<file path="src/rhs_pkg.sv">
// shared types and constants for the recent hash set
`default_nettype none
package rhs_pkg;

  localparam int unsigned KeyW        = 32;
  localparam int unsigned EntryCountW = 7;
  localparam int unsigned DefDepth    = 64;

  typedef enum logic {
    CmdQuery = 1'b0,
    CmdAdd   = 1'b1
  } cmd_e;

  typedef enum logic [1:0] {
    StIdle,
    StReduce,
    StOut
  } state_e;

endpackage
`default_nettype wire

</file>
<file path="src/rhs_cell.sv">
// one storage cell of the key chain: holds a key, shifts on add, compares on every item
`default_nettype none
module rhs_cell (
  input  wire logic                      clk_i,
  input  wire logic                      rst_ni,
  input  wire logic                      shift_i,
  input  wire logic                      cmp_i,
  input  wire logic [rhs_pkg::KeyW-1:0]  key_i,
  input  wire logic                      valid_i,
  input  wire logic [rhs_pkg::KeyW-1:0]  query_i,
  output logic      [rhs_pkg::KeyW-1:0]  key_o,
  output logic                           valid_o,
  output logic                           hit_o
);

  logic [rhs_pkg::KeyW-1:0] key_q;
  logic                     valid_q;
  logic                     hit_q;

  always_ff @(posedge clk_i or negedge rst_ni) begin
    if (!rst_ni) begin
      valid_q <= 1'b0;
      hit_q   <= 1'b0;
    end else begin
      if (shift_i) begin
        valid_q <= valid_i;
      end
      if (cmp_i) begin
        hit_q <= valid_q && (key_q == query_i);
      end
    end
  end

  always_ff @(posedge clk_i) begin
    if (shift_i) begin
      key_q <= key_i;
    end
  end

  assign key_o   = key_q;
  assign valid_o = valid_q;
  assign hit_o   = hit_q;

endmodule
`default_nettype wire

</file>
<file path="src/recent_hash_set_fifo_evict.sv">
// recent hash set top level: chain of key cells with count and result register
// an accepted item moves through StReduce into StOut; one item in flight at a time
// a new item is taken only in StIdle, after the result has been accepted, so an output stall holds the input
// add shifts the key into the head cell; the tail cell drops the oldest key
// query compares all cells in the accept cycle, the hit bits are or-reduced next
// reset empties all cells and clears the count, no clearing pass
`default_nettype none
module recent_hash_set_fifo_evict #(
  parameter int unsigned DEPTH = rhs_pkg::DefDepth
) (
  input  wire logic                            clk_i,
  input  wire logic                            rst_ni,
  input  wire logic                            in_valid_i,
  output logic                                 in_ready_o,
  input  wire logic                            cmd_i,
  input  wire logic [rhs_pkg::KeyW-1:0]        key_i,
  output logic                                 out_valid_o,
  input  wire logic                            out_ready_i,
  output logic                                 found_o,
  output logic      [rhs_pkg::EntryCountW-1:0] entry_count_o
);

  localparam int unsigned CntW = $clog2(DEPTH + 1);
  localparam int unsigned OutW = rhs_pkg::EntryCountW;

  rhs_pkg::state_e state_q, state_d;

  logic                   accept;
  logic                   shift;
  logic                   cmd_q;
  logic [CntW-1:0]        count_q;
  logic                   found_q;
  logic [CntW-1:0]        count_out_q;

  logic [rhs_pkg::KeyW-1:0] chain_key   [DEPTH+1];
  logic [DEPTH:0]           chain_valid;
  logic [DEPTH-1:0]         hits;

  assign in_ready_o = (state_q == rhs_pkg::StIdle);
  assign accept     = in_valid_i && in_ready_o;
  assign shift      = accept && (cmd_i == rhs_pkg::CmdAdd);

  assign chain_key[0]   = key_i;
  assign chain_valid[0] = 1'b1;

  for (genvar g = 0; g < DEPTH; g++) begin : g_cell
    rhs_cell u_cell (
      .clk_i   (clk_i),
      .rst_ni  (rst_ni),
      .shift_i (shift),
      .cmp_i   (accept),
      .key_i   (chain_key[g]),
      .valid_i (chain_valid[g]),
      .query_i (key_i),
      .key_o   (chain_key[g+1]),
      .valid_o (chain_valid[g+1]),
      .hit_o   (hits[g])
    );
  end

  always_ff @(posedge clk_i or negedge rst_ni) begin
    if (!rst_ni) begin
      state_q <= rhs_pkg::StIdle;
      count_q <= '0;
    end else begin
      state_q <= state_d;
      if (shift && (count_q != CntW'(DEPTH))) begin
        count_q <= count_q + CntW'(1);
      end
    end
  end

  always_ff @(posedge clk_i) begin
    if (accept) begin
      cmd_q <= cmd_i;
    end
    if (state_q == rhs_pkg::StReduce) begin
      found_q     <= (cmd_q == rhs_pkg::CmdQuery) && (|hits);
      count_out_q <= count_q;
    end
  end

  always_comb begin
    state_d = state_q;
    unique case (state_q)
      rhs_pkg::StIdle: begin
        if (in_valid_i) begin
          state_d = rhs_pkg::StReduce;
        end
      end
      rhs_pkg::StReduce: begin
        state_d = rhs_pkg::StOut;
      end
      rhs_pkg::StOut: begin
        if (out_ready_i) begin
          state_d = rhs_pkg::StIdle;
        end
      end
      default: begin
        state_d = rhs_pkg::StIdle;
      end
    endcase
  end

  assign out_valid_o = (state_q == rhs_pkg::StOut);
  assign found_o     = found_q;

  if (CntW >= OutW) begin : g_cnt_trunc
    assign entry_count_o = count_out_q[OutW-1:0];
  end else begin : g_cnt_ext
    assign entry_count_o = {{(OutW-CntW){1'b0}}, count_out_q};
  end

endmodule
`default_nettype wire

</file>
<file path="config.mk">
export PLATFORM = sky130hd
export DESIGN_NAME = recent_hash_set_fifo_evict
export DESIGN_NICKNAME = d
export VERILOG_FILES = /design/src/rhs_pkg.sv /design/src/rhs_cell.sv /design/src/recent_hash_set_fifo_evict.sv
export SDC_FILE = /design/constraint.sdc
export NUM_CORES = 2
export LEC_CHECK = 0
export ABC_AREA = 1
export BUFFER_PORTS_ARGS = -buffer_cell sky130_fd_sc_hd__buf_4
export CAP_MARGIN = 20
export CORE_AREA = 10 10 586 588
export CTS_CLUSTER_SIZE = 10
export DETAILED_ROUTE_END_ITERATION = 6
export DIE_AREA = 0 0 596 598
export GPL_TIMING_DRIVEN = 0
export SLEW_MARGIN = 20
export SYNTH_ARGS = -nofsm -noshare
export SYNTH_HDL_FRONTEND = slang
export SYNTH_SLANG_ARGS = --single-unit
</file>
<file path="constraint.sdc">
create_clock -name clk_i -period 44.4 [get_ports clk_i]
set_input_delay 11.1 -clock clk_i [delete_from_list [all_inputs] [get_ports clk_i]]
set_output_delay 11.1 -clock clk_i [all_outputs]
set_load 0.02 [all_outputs]
</file>
# Yosys cells after proc, flatten, opt, wreduce, memory -nomap -nowiden
# Cells that the tools add are included.
word_totals:
  reg_bits: 2194
  elab_cells: 342
  output_inout_bits: 10
op_classes:
  mux: 3
  bitwise_logic: 1
  addsub: 1
  n_eq_ne: 69
  reduce_logical: 71
ops:
  columns: ["op", "count"]
  rows:
  - ["$eq 32x32->1", 64]
  - ["$logic_and 1x1->1", 68]
  - ["$reduce_or 64->1", 1]
  - ["$add 7x1->7 const B", 1]
  - ["$ne 7x7->1 const B", 1]
  - ["$pmux 2 s3", 1]
  - ["$mux 2", 2]
  - ["$eq 2x1->1 const B", 1]
  - ["$eq 2x2->1 const B", 1]
  - ["$logic_not 2->1", 1]
  - ["$ne 2x1->1 const B", 1]
  - ["$ne 2x2->1 const B", 1]
  - ["$reduce_and 2->1", 1]
  - ["$not 1->1", 1]

# Logic depth before layout (Yosys ltp)
depth:
  ltp_word: 4
  depth_mapped: 12
  ltp_nobuf: 10

# Cells and area by module
# A second synthesis with hierarchy kept.
hier_totals:
  cells_unflattened: 11071
  hier_area_um2: 103843.3
by_module_without_submodules:
  columns: ["module", "cells_each", "n_inst", "area_each_um2"]
  rows:
  - ["rhs_cell", 171, 64, 1606.5]
  - ["recent_hash_set_fifo_evict", 127, 1, 1024.7]

# Least setup slack after synthesis
# OpenSTA, ideal clock, no wires.
synth_timing:
  kind: "input to register"
  from: "in in_valid_i"
  to: "reg g_cell[1].u_cell.valid_q"
  slack_ns: 18.552
  stages: 6
  t_arrival_ns: 25.128
  t_required_ns: 43.679
  setup_time_ns: 0.721
  path_cell_list: "nand2_2 nor2_2 buf_4 buf_4 buf_4 o21ai_0"
synth_via:
  elab_chain_len: 2
synth_lines:
  columns: ["item", "line_no", "rtl"]
  rows:
  - ["start, declared", "recent_hash_set_fifo_evict.sv:13", "input wire logic in_valid_i,"]
  - ["$logic_and 1x1->1", "recent_hash_set_fifo_evict.sv:40", "assign accept = in_valid_i && in_ready_o;"]
  - ["$logic_and 1x1->1", "recent_hash_set_fifo_evict.sv:41", "assign shift = accept && (cmd_i == rhs_pkg::CmdAdd);"]
  - ["net g_cell[0].u_cell.shift_i", "rhs_cell.sv:6", "input wire logic shift_i,"]
  - ["end signal, assigned", "rhs_cell.sv:26", "valid_q <= valid_i;"]
  - ["end, declared", "rhs_cell.sv:17", "logic valid_q;"]
# The timed path passes the listed nets, and every way through them passes these cells.
# A chain may end at the register's enable or synchronous reset.

# Worst setup path after layout
layout_timing:
  from: "in in_valid_i"
  to: "reg g_cell[18].u_cell.key_q, in the netlist g_cell[18].u_cell.key_o[26] (enable)"
layout_via:
  elab_chain_len: 2
layout_lines:
  columns: ["item", "line_no", "rtl"]
  rows:
  - ["$logic_and 1x1->1", "recent_hash_set_fifo_evict.sv:40", null]
  - ["$logic_and 1x1->1", "recent_hash_set_fifo_evict.sv:41", null]
  - ["net g_cell[0].u_cell.shift_i", "rhs_cell.sv:6", null]
  - ["end signal, assigned", "rhs_cell.sv:36", "key_q <= key_i;"]
  - ["end, declared", "rhs_cell.sv:16", "logic [rhs_pkg::KeyW-1:0] key_q;"]
# The timed path passes the listed nets, and every way through them passes these cells.

==> results.md <==
- Status: complete, but fails checks
- Failing checks: DRC
- Final Cell Area: between 0.1 and 0.15 sq mm
- H-tree Lvls: 5
- Post-synthesis cell type count: 33
- Crit path required time: 44.85 ns
- Die ar.: about 0.36 sq mm
- Worst Setup Path Type: in -> reg
- Commonest non-fill, non-tap cell in the layout: nand2_1
- DR iter-0 viols: about 12000
- CTS tree: built
- Worst EP arrival: ~15 ns
- Top sig layer: met5
- CORE AREA: between 0.3 and 0.4 sq mm
- Bufs on Longest Clock Path: 4
- Most frequent cells in the layout: 3063 x nand2_1, 2057 x edfxtp_1, 1128 x inv_1
- Largest net degree at the start of global routing: about 150
- First-pass GRT wire length: 483 mm
- Worst Skew: about 0.046 ns
- Buf/Inv on CP: 8
- Worst-skew pair later-pin latency: roughly 0.87 ns
- FF-to-FF path depth: 10
- Post-Syn Nets: roughly 9600
- Most used cell, CP: buf_16
- Vias/cell: between 4 and 5
- Setup tns final: 0 ns
- CTS buffer count: between 200 and 300
- CTS root buf: clkbuf_16
- DR WL met2: ~150 mm
- Minimum clock period: about 14 ns
- Seq/Total Area, Yosys: 65.8%
- Row count: 212
- Synth Instances: between 9000 and 10000
- CP cell instances: buf_4 -> nand2_2 -> nor2_2 -> buf_4 -> buf_4 -> buf_16 -> buf_16 -> buf_16 -> buf_16 -> buf_16
- Number of global-route vias before repair: 63700
- Slew @ Worst Pin: 1.09 ns
- Clock-pin slew on the worst setup and hold paths: 0.05 ns
- Worst slew margin: about 27%
- Layout cell share with drive strength beyond 1: between 5 and 6%
- Final worst path period share: 32.4%
- Critical R2R Launch: state_q[0]$_DFFE_PN0P_
- Die Ht: about 600 microns
- Nets: roughly 10000
- Num ports: between 40 and 50
- Syn Area/Cell: roughly 10 sq um
- Synth Register Bits: 2194
- Initial antenna violation count: 26
- # resized after CTS: 0
- Max FO, Critical Path: roughly 150
- DP HPWL: roughly 270 mm
- Max-cap viol count: 0
- # DRC: 1
- Max Clock Freq: around 0.070 GHz
- Crit end category: register
- WL met3: about 41 mm
- Setup Buffers After CTS: 0
- Setup violators final: 0
- Post-Syn Area: 0.0991 sq mm
- Post-route ant nets: 0
- Leak: roughly 44 nW
- Pwr/cell area: roughly 48 mW/mm^2
- FF-to-FF setup slack: about 40 ns
- RSZ-0062 raised after global routing: false
- Max Slew Vio Count: 0
- Yosys warnings: 0
- Crit start category: input port
- Total Wirelength: ~350 mm
- Crit path from: in_valid_i
- Initial Util: 29.9%
- Vias: a little under 70000
- Drt wl/cell: 24.5 microns
- Total GRT Usage: a little under a fifth
- Area Overhead vs Synth: 14.0%
- CP Depth: 10
- # hold bufs at CTS: 0
- First-pass DRT Iterations: 7
- Crit-path slowest cell: buf_16
- Clock sinks: around 2200
- Chip width: slightly below 600 microns
- Peak supply drop: 0.0270 mV
- Routed length on met1: 145 mm
- Placed cell area: between 0.1 and 0.15 sq mm
- Worst min-delay path class: reg -> reg
- GR Overflow Total: 0
- Core Util, Final: roughly a third
- Slowest Stage Delay on Critical Path: between 0.5 and 0.6 ns
- Kind of cell adding the most delay to the critical path: buffers and inverters
- Crit path to: g_cell[18].u_cell.key_o[26]$_DFFE_PP_
- IO buf count: 46
- Worst reg2reg endpoint: g_cell[18].u_cell.key_o[26]$_DFFE_PP_
- Final RePlAce weighted congestion: approximately 1
- Fin. Hold Viols: 0
[cells by family (layout without fill, tap and decap cells)]
kind of cell             Yosys count  after routing  synth area share, %
adder cells (fa/ha/maj)            2              2               0.0252
other                              0              9                    0
AO/OA/AOI/OAI                    622            622                 3.19
buffers and inverters           1523           1961                 6.17
AND/OR/NAND/NOR                 4413           4413                 17.4
XOR/XNOR                         837            837                 7.40
flip-flops                      2194           2194                 65.8
[synthesized netlist by cell type]
library cell,instances,share of area (%)
a21boi_0,1,0.0076
a21oi_1,55,0.28
and2_0,1,0.0063
buf_1,9,0.034
buf_2,144,0.73
buf_4,41,0.31
buf_6,8,0.091
clkbuf_1,159,0.60
clkbuf_2,3,0.015
clkinv_1,14,0.053
dfrtp_1,137,3.5
edfxtp_1,2057,62
ha_1,2,0.025
inv_1,1128,4.3
inv_2,17,0.064
nand2_1,3063,12
nand2_2,1,0.0063
nand2_4,1,0.011
nand3_1,261,1.3
nand3b_1,16,0.12
nand4_1,96,0.61
nor2_1,945,3.6
nor2_2,2,0.013
nor3_1,9,0.045
nor3_2,1,0.010
nor3b_1,4,0.030
o21ai_0,407,2.1
o21ai_1,122,0.62
o21bai_1,1,0.0076
o22ai_1,36,0.23
or2_2,13,0.082
xnor2_1,634,5.6
xor2_1,203,1.8
[layer usage]
layer | GRT usage, % | vias to the layer above
met3 | 4.01 | 589
met2 | 27.5 | 3974
met1 | 26.7 | 33600
met4 | 9.23 | 14
met5 | 0 | -
li1 | - | 31400
[where the power goes]
group | leakage [nW] | switching (W) | internal [W]
registers | 19.3 | 0.000154 | 0.00255
clock network | 3.64 | 0.000864 | 0.00115
logic | 20.6 | 0.000495 | 0.000186
[through the flow]
| step | cells | hold slack, ns | worst slack [ns] | total power, W |
|---|---|---|---|---|
| final | 14400 | 0.433 | 30.02 | 0.00540 |
| after global placement | 14000 | 0.428 | 11.35 | 0.00361 |
| after floorplan | 9591 | 0.426 | 18.55 | 0.00324 |
| after global routing | 14400 | 0.438 | 29.77 | 0.00555 |
| after CTS | 14400 | 0.424 | 29.98 | 0.00539 |
| after detailed placement | 14000 | 0.433 | 29.12 | 0.00341 |
[cell type report]
cell class | instances | area [sq um]
clock buffers | 355 | 7300
inverters | 1159 | 4350
diodes | 9 | 22.5
flip-flops and latches | 2194 | 65200
repair buffers | 63 | 821
well taps | 4387 | 5490
plain buffers | 364 | 1780
fillers | 33300 | 219000
multi-input cells | 5874 | 27800
clock inverters | 20 | 199
[registers in the layout, indices dropped and copies added, names as in the netlist]
register,flops
found_o,1
count_q,7
g_cell.u_cell.valid_o,64
state_q,2
cmd_q,1
g_cell.u_cell.hit_o,64
entry_count_o,7
g_cell.u_cell.key_o,2048
[worst min path at each step]
| stage | start | endpoint | slack, ns | depth (start not counted) |
|---|---|---|---|---|
| after floorplan | g_cell[10].u_cell.key_o[0]$_DFFE_PP_ | g_cell[11].u_cell.key_o[0]$_DFFE_PP_ | 0.43 | 0 |
| after global placement | g_cell[20].u_cell.key_o[25]$_DFFE_PP_ | g_cell[21].u_cell.key_o[25]$_DFFE_PP_ | 0.43 | 0 |
| after detailed placement | g_cell[24].u_cell.key_o[17]$_DFFE_PP_ | g_cell[25].u_cell.key_o[17]$_DFFE_PP_ | 0.43 | 0 |
| after CTS | g_cell[62].u_cell.key_o[28]$_DFFE_PP_ | g_cell[63].u_cell.key_o[28]$_DFFE_PP_ | 0.42 | 0 |
| after global routing | g_cell[59].u_cell.key_o[0]$_DFFE_PP_ | g_cell[60].u_cell.key_o[0]$_DFFE_PP_ | 0.44 | 0 |
| final | g_cell[59].u_cell.key_o[0]$_DFFE_PP_ | g_cell[60].u_cell.key_o[0]$_DFFE_PP_ | 0.43 | 0 |
(Power assumes the default switching activity.)
